### config.mk
export PLATFORM = sky130hd
export DESIGN_NAME = priority_preemptive_aging_scheduler_unit
export DESIGN_NICKNAME = d
export VERILOG_FILES = /design/src/ppas_pkg.sv /design/src/priority_preemptive_aging_scheduler_unit.sv
export VERILOG_INCLUDE_DIRS = /design/src /design/src/src
export SDC_FILE = /design/constraint.sdc
export NUM_CORES = 1
export LEC_CHECK = 0
export ABC_AREA = 1
export BUFFER_PORTS_ARGS = -buffer_cell sky130_fd_sc_hd__buf_2
export CORE_MARGIN = 3
export CORE_UTILIZATION = 55
export DETAILED_ROUTE_END_ITERATION = 10
export PLACE_DENSITY = 0.71
export SYNTH_ARGS = -nofsm -noshare
export SYNTH_HDL_FRONTEND = slang
export SYNTH_SLANG_ARGS = --single-unit
### constraint.sdc
create_clock -name clock -period 6.22 [get_ports clock]
set_clock_uncertainty 0.2 [all_clocks]
set_input_delay 1.244 -clock clock [delete_from_list [all_inputs] [get_ports clock]]
set_output_delay 1.244 -clock clock [all_outputs]
set_load 0.1 [all_outputs]
### src/priority_preemptive_aging_scheduler_unit_defines.svh
// ----------------------------------------------------------------------------
// Scheduler assertion macros
// Shared assertion shorthands for the scheduler block.
// ----------------------------------------------------------------------------
`ifndef PRIORITY_PREEMPTIVE_AGING_SCHEDULER_UNIT_DEFINES_SVH
`define PRIORITY_PREEMPTIVE_AGING_SCHEDULER_UNIT_DEFINES_SVH

`ifndef ASSERT_OFF
`define PPAS_ASSERT_IMP(label, clk, rst, ante, cons) \
   label: assert property (@(posedge clk) disable iff (rst) (ante) |-> (cons)) \
      else $error("Same-cycle implication failed.");
`define PPAS_ASSERT_NXT(label, clk, rst, ante, cons) \
   label: assert property (@(posedge clk) disable iff (rst) (ante) |=> (cons)) \
      else $error("Next-cycle implication failed.");
`else
`define PPAS_ASSERT_IMP(label, clk, rst, ante, cons)
`define PPAS_ASSERT_NXT(label, clk, rst, ante, cons)
`endif

`endif

### src/ppas_pkg.sv
// ----------------------------------------------------------------------------
// Scheduler package
// Widths, codes and sequencer states of the aging priority scheduler.
// ----------------------------------------------------------------------------
package ppas_pkg;

   localparam int SLOTS     = 16;
   localparam int SLOT_BITS = $clog2(SLOTS);
   localparam int TIME_BITS = 16;
   localparam int ID_BITS   = 8;
   localparam int PRIO_BITS = 16;

   localparam logic signed [PRIO_BITS-1:0] PRIO_MIN = {1'b1, {(PRIO_BITS-1){1'b0}}};

   typedef enum logic {
      ACT_LOAD = 1'b0,
      ACT_TICK = 1'b1
   } action_type;

   typedef enum logic [1:0] {
      ST_IDLE,
      ST_SCAN,
      ST_FINAL,
      ST_DONE
   } state_type;

endpackage

### src/priority_preemptive_aging_scheduler_unit.sv
// ----------------------------------------------------------------------------
// Aging priority scheduler
// Holds task slots and runs one ready task per tick, ageing the others.
// ----------------------------------------------------------------------------
//  Channel   Prefix  Direction  Moves
//  request   req_    in         slot load or tick
//  response  rsp_    out        one result per request
//
// A load passes through the done state to the response register.
// A tick scans the slots one slot a cycle through the shared
// compare unit, then updates the chosen slot and stages the result.
// A new request is taken while the previous response still waits.
// Reset clears the slot flags, the tick count and the sequencer; slot
// contents stay undefined until loaded.
`include "priority_preemptive_aging_scheduler_unit_defines.svh"

module priority_preemptive_aging_scheduler_unit (
   input  logic                                clock,
   input  logic                                reset,
   input  logic                                req_valid,
   output logic                                req_stall,
   input  logic                                req_action,
   input  logic [3:0]                          req_slot,
   input  logic [ppas_pkg::ID_BITS-1:0]        req_task_id,
   input  logic [ppas_pkg::TIME_BITS-1:0]      req_arrival_time,
   input  logic [ppas_pkg::TIME_BITS-1:0]      req_burst_time,
   input  logic signed [ppas_pkg::PRIO_BITS-1:0] req_start_priority,
   output logic                                rsp_valid,
   input  logic                                rsp_stall,
   output logic                                rsp_ran_valid,
   output logic [ppas_pkg::ID_BITS-1:0]        rsp_ran_id,
   output logic                                rsp_finished,
   output logic [ppas_pkg::TIME_BITS-1:0]      rsp_finish_time,
   output logic [ppas_pkg::TIME_BITS-1:0]      rsp_turnaround,
   output logic [ppas_pkg::TIME_BITS-1:0]      rsp_waiting,
   output logic                                rsp_all_done,
   output logic [ppas_pkg::TIME_BITS-1:0]      rsp_time_now
);
   import ppas_pkg::*;

   state_type state_ff, state_in;

   logic [SLOTS-1:0] loaded_ff, finished_ff;
   logic [ID_BITS-1:0]          slot_id_ff   [SLOTS];
   logic [TIME_BITS-1:0]        slot_arr_ff  [SLOTS];
   logic [TIME_BITS-1:0]        slot_burst_ff[SLOTS];
   logic [TIME_BITS-1:0]        slot_rem_ff  [SLOTS];
   logic signed [PRIO_BITS-1:0] slot_prio_ff [SLOTS];

   logic [TIME_BITS-1:0] tick_ff, tick_in;
   logic [SLOT_BITS-1:0] scan_idx_ff, scan_idx_in;
   logic                 found_ff, found_in;
   logic [SLOT_BITS-1:0] best_idx_ff, best_idx_in;
   logic signed [PRIO_BITS-1:0] best_prio_ff, best_prio_in;
   logic [TIME_BITS-1:0] best_arr_ff, best_arr_in;
   logic [TIME_BITS-1:0] best_burst_ff, best_burst_in;
   logic [TIME_BITS-1:0] best_rem_ff, best_rem_in;
   logic [ID_BITS-1:0]   best_id_ff, best_id_in;

   logic                 res_ran_ff, res_ran_in;
   logic [ID_BITS-1:0]   res_id_ff, res_id_in;
   logic                 res_fin_ff, res_fin_in;
   logic [TIME_BITS-1:0] res_ftime_ff, res_ftime_in;
   logic [TIME_BITS-1:0] res_tat_ff, res_tat_in;
   logic [TIME_BITS-1:0] res_wt_ff, res_wt_in;

   logic                 rsp_valid_ff, rsp_valid_in;
   logic                 rsp_ran_ff, rsp_ran_in;
   logic [ID_BITS-1:0]   rsp_id_ff, rsp_id_in;
   logic                 rsp_fin_ff, rsp_fin_in;
   logic [TIME_BITS-1:0] rsp_ftime_ff, rsp_ftime_in;
   logic [TIME_BITS-1:0] rsp_tat_ff, rsp_tat_in;
   logic [TIME_BITS-1:0] rsp_wt_ff, rsp_wt_in;
   logic                 rsp_done_ff, rsp_done_in;
   logic [TIME_BITS-1:0] rsp_time_ff, rsp_time_in;

   logic                        req_accept, rsp_free, last_slot;
   logic                        cur_ready, cur_better, best_last_tick;
   logic signed [PRIO_BITS-1:0] cur_prio, cur_aged;
   logic [TIME_BITS-1:0]        cur_arr, tick_next, tat_next;

   // Combinational view of the slot under the scan pointer.
   assign cur_prio   = slot_prio_ff[scan_idx_ff];
   assign cur_arr    = slot_arr_ff[scan_idx_ff];
   assign cur_ready  = loaded_ff[scan_idx_ff] & ~finished_ff[scan_idx_ff] &
                       (cur_arr <= tick_ff);
   assign cur_better = !found_ff || (cur_prio < best_prio_ff) ||
                       ((cur_prio == best_prio_ff) && (cur_arr < best_arr_ff));
   assign cur_aged   = (cur_prio == PRIO_MIN) ? cur_prio : cur_prio - PRIO_BITS'(1);
   assign last_slot  = (scan_idx_ff == SLOT_BITS'(SLOTS - 1));

   assign tick_next      = tick_ff + TIME_BITS'(1);
   assign tat_next       = tick_next - best_arr_ff;
   assign best_last_tick = (best_rem_ff == TIME_BITS'(1));

   // Next state.
   always_comb begin
      state_in = state_ff;
      unique case (state_ff)
         ST_IDLE: begin
            if (req_valid) begin
               state_in = (req_action == ACT_TICK) ? ST_SCAN : ST_DONE;
            end
         end
         ST_SCAN: begin
            if (last_slot) begin
               state_in = ST_FINAL;
            end
         end
         ST_FINAL: state_in = ST_DONE;
         ST_DONE: begin
            if (rsp_free) begin
               state_in = ST_IDLE;
            end
         end
         default: state_in = ST_IDLE;
      endcase
   end

   // Handshake outputs.
   always_comb begin
      req_stall  = (state_ff != ST_IDLE);
      req_accept = req_valid && (state_ff == ST_IDLE);
      rsp_free   = !rsp_valid_ff || !rsp_stall;
   end

   // Datapath next values.
   always_comb begin
      tick_in       = tick_ff;
      scan_idx_in   = scan_idx_ff;
      found_in      = found_ff;
      best_idx_in   = best_idx_ff;
      best_prio_in  = best_prio_ff;
      best_arr_in   = best_arr_ff;
      best_burst_in = best_burst_ff;
      best_rem_in   = best_rem_ff;
      best_id_in    = best_id_ff;
      res_ran_in    = res_ran_ff;
      res_id_in     = res_id_ff;
      res_fin_in    = res_fin_ff;
      res_ftime_in  = res_ftime_ff;
      res_tat_in    = res_tat_ff;
      res_wt_in     = res_wt_ff;
      rsp_valid_in  = rsp_valid_ff && rsp_stall;
      rsp_ran_in    = rsp_ran_ff;
      rsp_id_in     = rsp_id_ff;
      rsp_fin_in    = rsp_fin_ff;
      rsp_ftime_in  = rsp_ftime_ff;
      rsp_tat_in    = rsp_tat_ff;
      rsp_wt_in     = rsp_wt_ff;
      rsp_done_in   = rsp_done_ff;
      rsp_time_in   = rsp_time_ff;

      if (req_accept) begin
         scan_idx_in  = '0;
         found_in     = 1'b0;
         res_ran_in   = 1'b0;
         res_id_in    = '0;
         res_fin_in   = 1'b0;
         res_ftime_in = '0;
         res_tat_in   = '0;
         res_wt_in    = '0;
      end

      if ((state_ff == ST_SCAN) && cur_ready && cur_better) begin
         found_in      = 1'b1;
         best_idx_in   = scan_idx_ff;
         best_prio_in  = cur_prio;
         best_arr_in   = cur_arr;
         best_burst_in = slot_burst_ff[scan_idx_ff];
         best_rem_in   = slot_rem_ff[scan_idx_ff];
         best_id_in    = slot_id_ff[scan_idx_ff];
      end
      if (state_ff == ST_SCAN) begin
         scan_idx_in = scan_idx_ff + SLOT_BITS'(1);
      end

      if (state_ff == ST_FINAL) begin
         tick_in = tick_next;
         if (found_ff) begin
            res_ran_in = 1'b1;
            res_id_in  = best_id_ff;
            if (best_last_tick) begin
               res_fin_in   = 1'b1;
               res_ftime_in = tick_next;
               res_tat_in   = tat_next;
               res_wt_in    = tat_next - best_burst_ff;
            end
         end
      end

      if ((state_ff == ST_DONE) && rsp_free) begin
         rsp_valid_in = 1'b1;
         rsp_ran_in   = res_ran_ff;
         rsp_id_in    = res_id_ff;
         rsp_fin_in   = res_fin_ff;
         rsp_ftime_in = res_ftime_ff;
         rsp_tat_in   = res_tat_ff;
         rsp_wt_in    = res_wt_ff;
         rsp_done_in  = ~|(loaded_ff & ~finished_ff);
         rsp_time_in  = tick_ff;
      end
   end

   // Control registers.
   always_ff @(posedge clock) begin
      if (reset) begin
         state_ff     <= ST_IDLE;
         tick_ff      <= '0;
         rsp_valid_ff <= 1'b0;
         loaded_ff    <= '0;
         finished_ff  <= '0;
      end else begin
         state_ff     <= state_in;
         tick_ff      <= tick_in;
         rsp_valid_ff <= rsp_valid_in;
         if (req_accept && (req_action == ACT_LOAD)) begin
            loaded_ff[req_slot[SLOT_BITS-1:0]]   <= 1'b1;
            finished_ff[req_slot[SLOT_BITS-1:0]] <= (req_burst_time == '0);
         end
         if ((state_ff == ST_FINAL) && found_ff && best_last_tick) begin
            finished_ff[best_idx_ff] <= 1'b1;
         end
      end
   end

   // Slot contents and payload registers.
   always_ff @(posedge clock) begin
      if (req_accept && (req_action == ACT_LOAD)) begin
         slot_id_ff[req_slot[SLOT_BITS-1:0]]    <= req_task_id;
         slot_arr_ff[req_slot[SLOT_BITS-1:0]]   <= req_arrival_time;
         slot_burst_ff[req_slot[SLOT_BITS-1:0]] <= req_burst_time;
         slot_rem_ff[req_slot[SLOT_BITS-1:0]]   <= req_burst_time;
         slot_prio_ff[req_slot[SLOT_BITS-1:0]]  <= req_start_priority;
      end
      // Every ready slot ages during the scan; the chosen one is restored afterwards.
      if ((state_ff == ST_SCAN) && cur_ready) begin
         slot_prio_ff[scan_idx_ff] <= cur_aged;
      end
      if ((state_ff == ST_FINAL) && found_ff) begin
         slot_prio_ff[best_idx_ff] <= best_prio_ff;
         slot_rem_ff[best_idx_ff]  <= best_rem_ff - TIME_BITS'(1);
      end

      scan_idx_ff   <= scan_idx_in;
      found_ff      <= found_in;
      best_idx_ff   <= best_idx_in;
      best_prio_ff  <= best_prio_in;
      best_arr_ff   <= best_arr_in;
      best_burst_ff <= best_burst_in;
      best_rem_ff   <= best_rem_in;
      best_id_ff    <= best_id_in;
      res_ran_ff    <= res_ran_in;
      res_id_ff     <= res_id_in;
      res_fin_ff    <= res_fin_in;
      res_ftime_ff  <= res_ftime_in;
      res_tat_ff    <= res_tat_in;
      res_wt_ff     <= res_wt_in;
      rsp_ran_ff    <= rsp_ran_in;
      rsp_id_ff     <= rsp_id_in;
      rsp_fin_ff    <= rsp_fin_in;
      rsp_ftime_ff  <= rsp_ftime_in;
      rsp_tat_ff    <= rsp_tat_in;
      rsp_wt_ff     <= rsp_wt_in;
      rsp_done_ff   <= rsp_done_in;
      rsp_time_ff   <= rsp_time_in;
   end

   assign rsp_valid       = rsp_valid_ff;
   assign rsp_ran_valid   = rsp_ran_ff;
   assign rsp_ran_id      = rsp_id_ff;
   assign rsp_finished    = rsp_fin_ff;
   assign rsp_finish_time = rsp_ftime_ff;
   assign rsp_turnaround  = rsp_tat_ff;
   assign rsp_waiting     = rsp_wt_ff;
   assign rsp_all_done    = rsp_done_ff;
   assign rsp_time_now    = rsp_time_ff;

   `PPAS_ASSERT_NXT(a_tick_starts_scan, clock, reset, req_accept && (req_action == ACT_TICK), (state_ff == ST_SCAN) && (scan_idx_ff == '0) && !found_ff)
   `PPAS_ASSERT_NXT(a_final_advances_time, clock, reset, state_ff == ST_FINAL, tick_ff == TIME_BITS'($past(tick_ff) + TIME_BITS'(1)))
   `PPAS_ASSERT_NXT(a_done_fills_response, clock, reset, (state_ff == ST_DONE) && rsp_free, rsp_valid_ff && (state_ff == ST_IDLE))
   `PPAS_ASSERT_IMP(a_finish_needs_run, clock, reset, rsp_valid_ff && !rsp_ran_ff, !rsp_fin_ff && (rsp_id_ff == '0))
   `PPAS_ASSERT_NXT(a_load_leaves_time, clock, reset, req_accept && (req_action == ACT_LOAD), $stable(tick_ff) && (state_ff == ST_DONE))

endmodule

After elaboration in Yosys (flattened, before gate mapping) --
Memory sizes are Yosys's and may differ from the RTL's. A register that Yosys moved wholly into a read port is not among the register bits. Index checks and enable logic that the tools add are counted.
Word-level totals: register bits after elaboration 225, RAM bits 1152, input port bits 65, output and inout port bits 77, word-level logic and storage cells 148, memories kept 5
Cells by class: eq/ne operators 10, reduce and logical (&&, ||, !) cells 27, magnitude comparators 8, $add $sub $neg 6, bitwise logic cells 8, multiplexer cells 60
Memory list:
- slot_arr_ff | words 16, width 16, rd ports 1, clocked after memory_dff 1, wr ports 1, line priority_preemptive_aging_scheduler_unit.sv:45 | logic [TIME_BITS-1:0] slot_arr_ff [SLOTS];
- slot_burst_ff | words 16, width 16, rd ports 1, clocked after memory_dff 1, wr ports 1, line priority_preemptive_aging_scheduler_unit.sv:46 | logic [TIME_BITS-1:0] slot_burst_ff[SLOTS];
- slot_prio_ff | words 16, width 16, rd ports 1, clocked after memory_dff 1, wr ports 1, line priority_preemptive_aging_scheduler_unit.sv:48 | logic signed [PRIO_BITS-1:0] slot_prio_ff [SLOTS];
- slot_rem_ff | words 16, width 16, rd ports 1, clocked after memory_dff 1, wr ports 1, line priority_preemptive_aging_scheduler_unit.sv:47 | logic [TIME_BITS-1:0] slot_rem_ff [SLOTS];
- slot_id_ff | words 16, width 8, rd ports 1, clocked after memory_dff 1, wr ports 1, line priority_preemptive_aging_scheduler_unit.sv:44 | logic [ID_BITS-1:0] slot_id_ff [SLOTS];
Operators with widths (number):
- two-way mux 16 bit | 19
- OR reduction 16 bit | 4
- < comparator 16 bit | 2
- OR 16 bit | 2
- subtractor 16 bit | 2
- two-way mux 4 bit | 7
- two-way mux 8 bit | 3
- two-way mux 1 bit | 21
- adder 16 x 1 -> 16 bit (second input constant) | 1
- bitwise AND 16 bit | 1
- bitwise mux 16 bit | 1
- equality test 16 x 1 -> 1 bit (second input constant) | 1
- equality test 16 bit | 1
- equality test 16 bit (second input constant) | 1
- less-or-equal comparator 16 bit | 1
- logical NOT 16 bit | 1
- NOT 16 bit | 1
- subtractor 16 x 1 -> 16 bit (second input constant) | 1
- subtractor 16 x 2 -> 16 bit (second input constant) | 1
- < comparator 4 x 5 -> 1 bit (second input constant) | 3
- logical AND 1 bit | 11
- binary-select mux 1 bit (select 4 bit) | 2
- demux 1 bit (select 4 bit) | 2
- greater-or-equal comparator 4 x 1 -> 1 bit (second input constant) | 2
- 14 further kinds | 28

Depth between registers and ports, before layout --
depth in word-level cells 11, gate-level depth with buffers 28, mapped depth without buffers 26

Least setup slack after synthesis --
No wires, ideal clock.
kind input to register, start point input port rsp_stall, end point register rsp_done_ff, in the netlist rsp_all_done (enable), setup time 532 ps, arrival 4802 ps, path buffers 0, stages on the path 1, path slack 685 ps, cell sequence a21oi_1
On the way: word-level cells in the longest chain between the ends 3
RTL lines:
- from (decl) | line priority_preemptive_aging_scheduler_unit.sv:29 | input logic rsp_stall,
- logical NOT 1 bit | line priority_preemptive_aging_scheduler_unit.sv:124 | rsp_free = !rsp_valid_ff || !rsp_stall;
- logical OR 1 bit | line priority_preemptive_aging_scheduler_unit.sv:124
- logical AND 1 bit | line priority_preemptive_aging_scheduler_unit.sv:192 | if ((state_ff == ST_DONE) && rsp_free) begin
- to (signal assigned) | line priority_preemptive_aging_scheduler_unit.sv:265 | rsp_done_ff <= rsp_done_in;
- to (decl) | line priority_preemptive_aging_scheduler_unit.sv:74 | logic rsp_done_ff, rsp_done_in;
No other way between the ends. A chain may end at the register's enable or synchronous reset.

==> metrics.md <==
| Metric | Value |
|---|---|
| Arrival @ worst endpoint | `between 5000 and 6000 ps` |
| Leading post-synthesis cells by cell area | `edfxtp_1 67%, o21ai_0 5.3%, nor2_1 4.8%` |
| Power Density | `~460 mW/mm2` |
| Register area share after synthesis | `0.710` |
| Synth cell types | `between 40 and 50` |
| Post-CTS setup buffer count | `0` |
| Critical Path, Cell by Cell | `inv_4, o21ai_0, o22ai_1, o211ai_1, nand2_1, ha_1, nand4_1, nor3_1, nand2_1, nand2_1, nand3_1, inv_1, nand2_1, nand3_1, nand2_1, inv_1, nand3_1, nor2_2, buf_4` |
| Max-cap violations | `0` |
| DRC | `0` |
| Die H | `roughly 330 um` |
| Port-buffer cells | `between 100 and 150` |
| Post-Syn Instances | `approximately 4800` |
| Post-Synthesis Net Count | `4974` |
| Synth top area share | `0.671` |
| Drt first pass iters | `6` |
| CP max FO | `82` |
| Vias per inst | `6.11` |
| Unrepaired setup endpoints after global routing | `false` |
| Row count | `119` |
| DIE AREA | `roughly 0.11 mm2` |
| Peak VDD IR | `between 0.5 and 0.6 mV` |
| PostCTS Resize Cnt | `0` |
| Final hold vios | `0` |
| Largest net degree at the start of global routing | `~190` |
| H-tree levels | `4` |
| First-pass GRT wire length | `approximately 230000 um` |
| Share of layout cells above drive strength 1 | `0.110` |
| Dpl hpwl | `about 86000 um` |
| Critical-path top delay cell | `dfxtp_4` |
| Total CTS buffers | `144` |
| Post-Syn Area | `~0.059 mm2` |
| Most used cell, CP | `nand2_1` |
| Post-route insts no fill | `6440` |
| Design area | `between 0.06 and 0.07 mm2` |
| Gpl congestion | `~0.91` |
| Final worst slack | `705 ps` |
| Cell Count Post-Placement | `6166` |
| Max incr delay on CP | `between 800 and 900 ps` |
| Initial antenna violation count | `22` |
| Routed WL per cell | `23.7 um` |
| Slew @ Worst Pin | `1240 ps` |
| Commonest non-fill, non-tap cell in the layout | `edfxtp_1` |
| Layout area overhead | `11.7%` |
| Final WL | `approximately 150000 um` |
| ANT nets after route | `0` |
| Fmax | `roughly 180 MHz` |
| CTS clk-pin slew, worst paths | `about 60 ps` |
| Grt ovf | `0` |
| Number of synthesized register bits | `between 1000 and 1500` |
| WP buf/inv | `4` |
| Worst setup SP type | `register` |
| Initial Utilization | `0.555` |
| Vias in the first global route | `about 37000` |
| Overall Global Routing Usage | `0.272` |
| CTS tree | `built` |
| Area of the core | `0.105 mm2` |
| CP Class | `reg -> reg` |
| Via count | `around 39000` |
| Syn Area/Cell | `roughly 12 um2` |
| Hold buffer count at cts | `0` |
| Setup violators final | `0` |
| Drt first-iter violations | `~5200` |
| Hold Path Class | `reg -> reg` |
| Worst Setup End Kind | `register` |
| Hold WS | `roughly 230 ps` |
| Dpl ws | `roughly 870 ps` |
| Crit path time final | `approximately 5500 ps` |
| Critical Path RT | `about 6400 ps` |
| Total Neg Setup Slack | `0 ps` |
| Clock root cell | `clkbuf_16` |
| Status | `finished clean` |
| CP delay by family, top | `simple AND/OR/NAND/NOR gates` |
| Commonest non-fill, non-tap cells in the layout | `1307 x edfxtp_1, 724 x nor2_1, 622 x o21ai_0, 477 x nand2_1, 284 x nand3_1` |
| Buffer depth of the longest clock path | `3` |
| Yosys warning count | `0` |
| Final Cycle Share | `0.887` |
| Io pins | `between 100 and 150` |
| Worst-Skew Late Latency | `760 ps` |
| Layout Nets | `roughly 5100` |
| Slew headroom | `0.174` |
| Synth area leader | `edfxtp_1` |
| Chip Width | `roughly 330 um` |
| Slew Limit Fails | `0` |
| CTS Sinks | `approximately 1400` |
| Post-DP Area | `between 0.06 and 0.07 mm2` |
| Leak | `roughly 0.023 uW` |
[per-stage QoR]
stage,util,total power [uW]
2_1_floorplan,-,18500
3_3_place_gp,0.575,21300
3_5_place_dp,0.575,21500
4_1_cts,0.620,30000
5_1_grt,0.620,31500
6_report,0.620,30000
[final cells by class]
cell class,instances,area (um2)
multi-input combinational,2853,14900
inverter,266,1020
sequential,1421,41500
tap,1391,1740
antenna,11,27.5
clock inverter,68,608
fill,7898,40000
timing repair buffer,235,1490
clock buffer,195,4100
[cells in the mapped netlist, drive strengths merged]
cell type,instances
nand4,14
ha,88
a21oi,103
dfxtp,114
and2,2
a211oi,5
fa,2
a21boi,1
or2,5
edfxtp,1307
or4,1
o21bai,4
nor3,20
nor2,770
o21ai,647
o31ai,2
clkinv,3
o22ai,51
inv,263
o211ai,90
o21a,13
a21o,1
nor4,12
buf,77
a31o,1
nand3b,3
o221ai,176
nand3,287
o2111ai,2
xnor2,16
clkbuf,202
nand2,497
xor2,26
a31oi,14
[routing by layer]
metal | wire length (um) | vias up | global-route usage
li1 | - | 17700 | -
met1 | 61800 | 19100 | 0.389
met2 | 69200 | 2188 | 0.421
met3 | 16500 | 333 | 0.0549
met4 | 4730 | 16 | 0.0934
met5 | 115 | - | 0
[path summary, 6_finish.rpt]
kind | start | endpoint | slack, ps | cells past startpoint
setup reg to reg | register | slot_prio_ff[15][6] | 710 | 19
hold reg to reg | res_ftime_ff[3] | rsp_finish_time[3] | 230 | 0
setup / recovery | register | slot_prio_ff[15][6] | 710 | 19
hold / removal | res_ftime_ff[3] | rsp_finish_time[3] | 230 | 0
[worst reg2reg max path: stages, from the launching register on]
cell	delay, ps
dfxtp_4	820
inv_4	580
o21ai_0	230
o22ai_1	100
o211ai_1	180
nand2_1	170
ha_1	330
nand4_1	160
nor3_1	300
nand2_1	100
nand2_1	260
nand3_1	450
inv_1	280
nand2_1	70
nand3_1	100
nand2_1	100
inv_1	90
nand3_1	200
nor2_2	160
buf_4	300
[state kept, by name, indices dropped and copies added (netlist names), 16 cells and up, named ones only]
| name | cells |
|---|---|
| slot_prio_ff | 256 |
| rsp_turnaround | 16 |
| tick_ff | 16 |
| slot_id_ff | 128 |
| slot_rem_ff | 256 |
| best_rem_ff | 16 |
| rsp_time_now | 16 |
| slot_arr_ff | 256 |
| best_burst_ff | 16 |
| best_arr_ff | 16 |
| res_ftime_ff | 16 |
| res_tat_ff | 16 |
| best_prio_ff | 16 |
| loaded_ff | 16 |
| rsp_waiting | 16 |
| slot_burst_ff | 256 |
| rsp_finish_time | 16 |
| finished_ff | 16 |
| res_wt_ff | 16 |
[cells by family (layout without fill, tap and decap cells)]
group	Yosys count	after routing	share of synthesized area
AO/OA/AOI/OAI	1110	1110	0.113
XOR/XNOR	42	42	0.00628
adder cells (fa/ha/maj)	90	90	0.0195
buffers and inverters	545	764	0.0381
flip-flops	1421	1421	0.710
other	0	11	0
AND/OR/NAND/NOR	1611	1611	0.114
[power by group]
group	total [uW]	switching [uW]	internal [uW]	leakage (uW)
sequential	11500	267	11200	0.0127
clock	8530	3600	4930	0.00229
combinational	10100	7330	2720	0.00788
total	30000	11200	18800	0.0229
(Power assumes the default switching activity.)
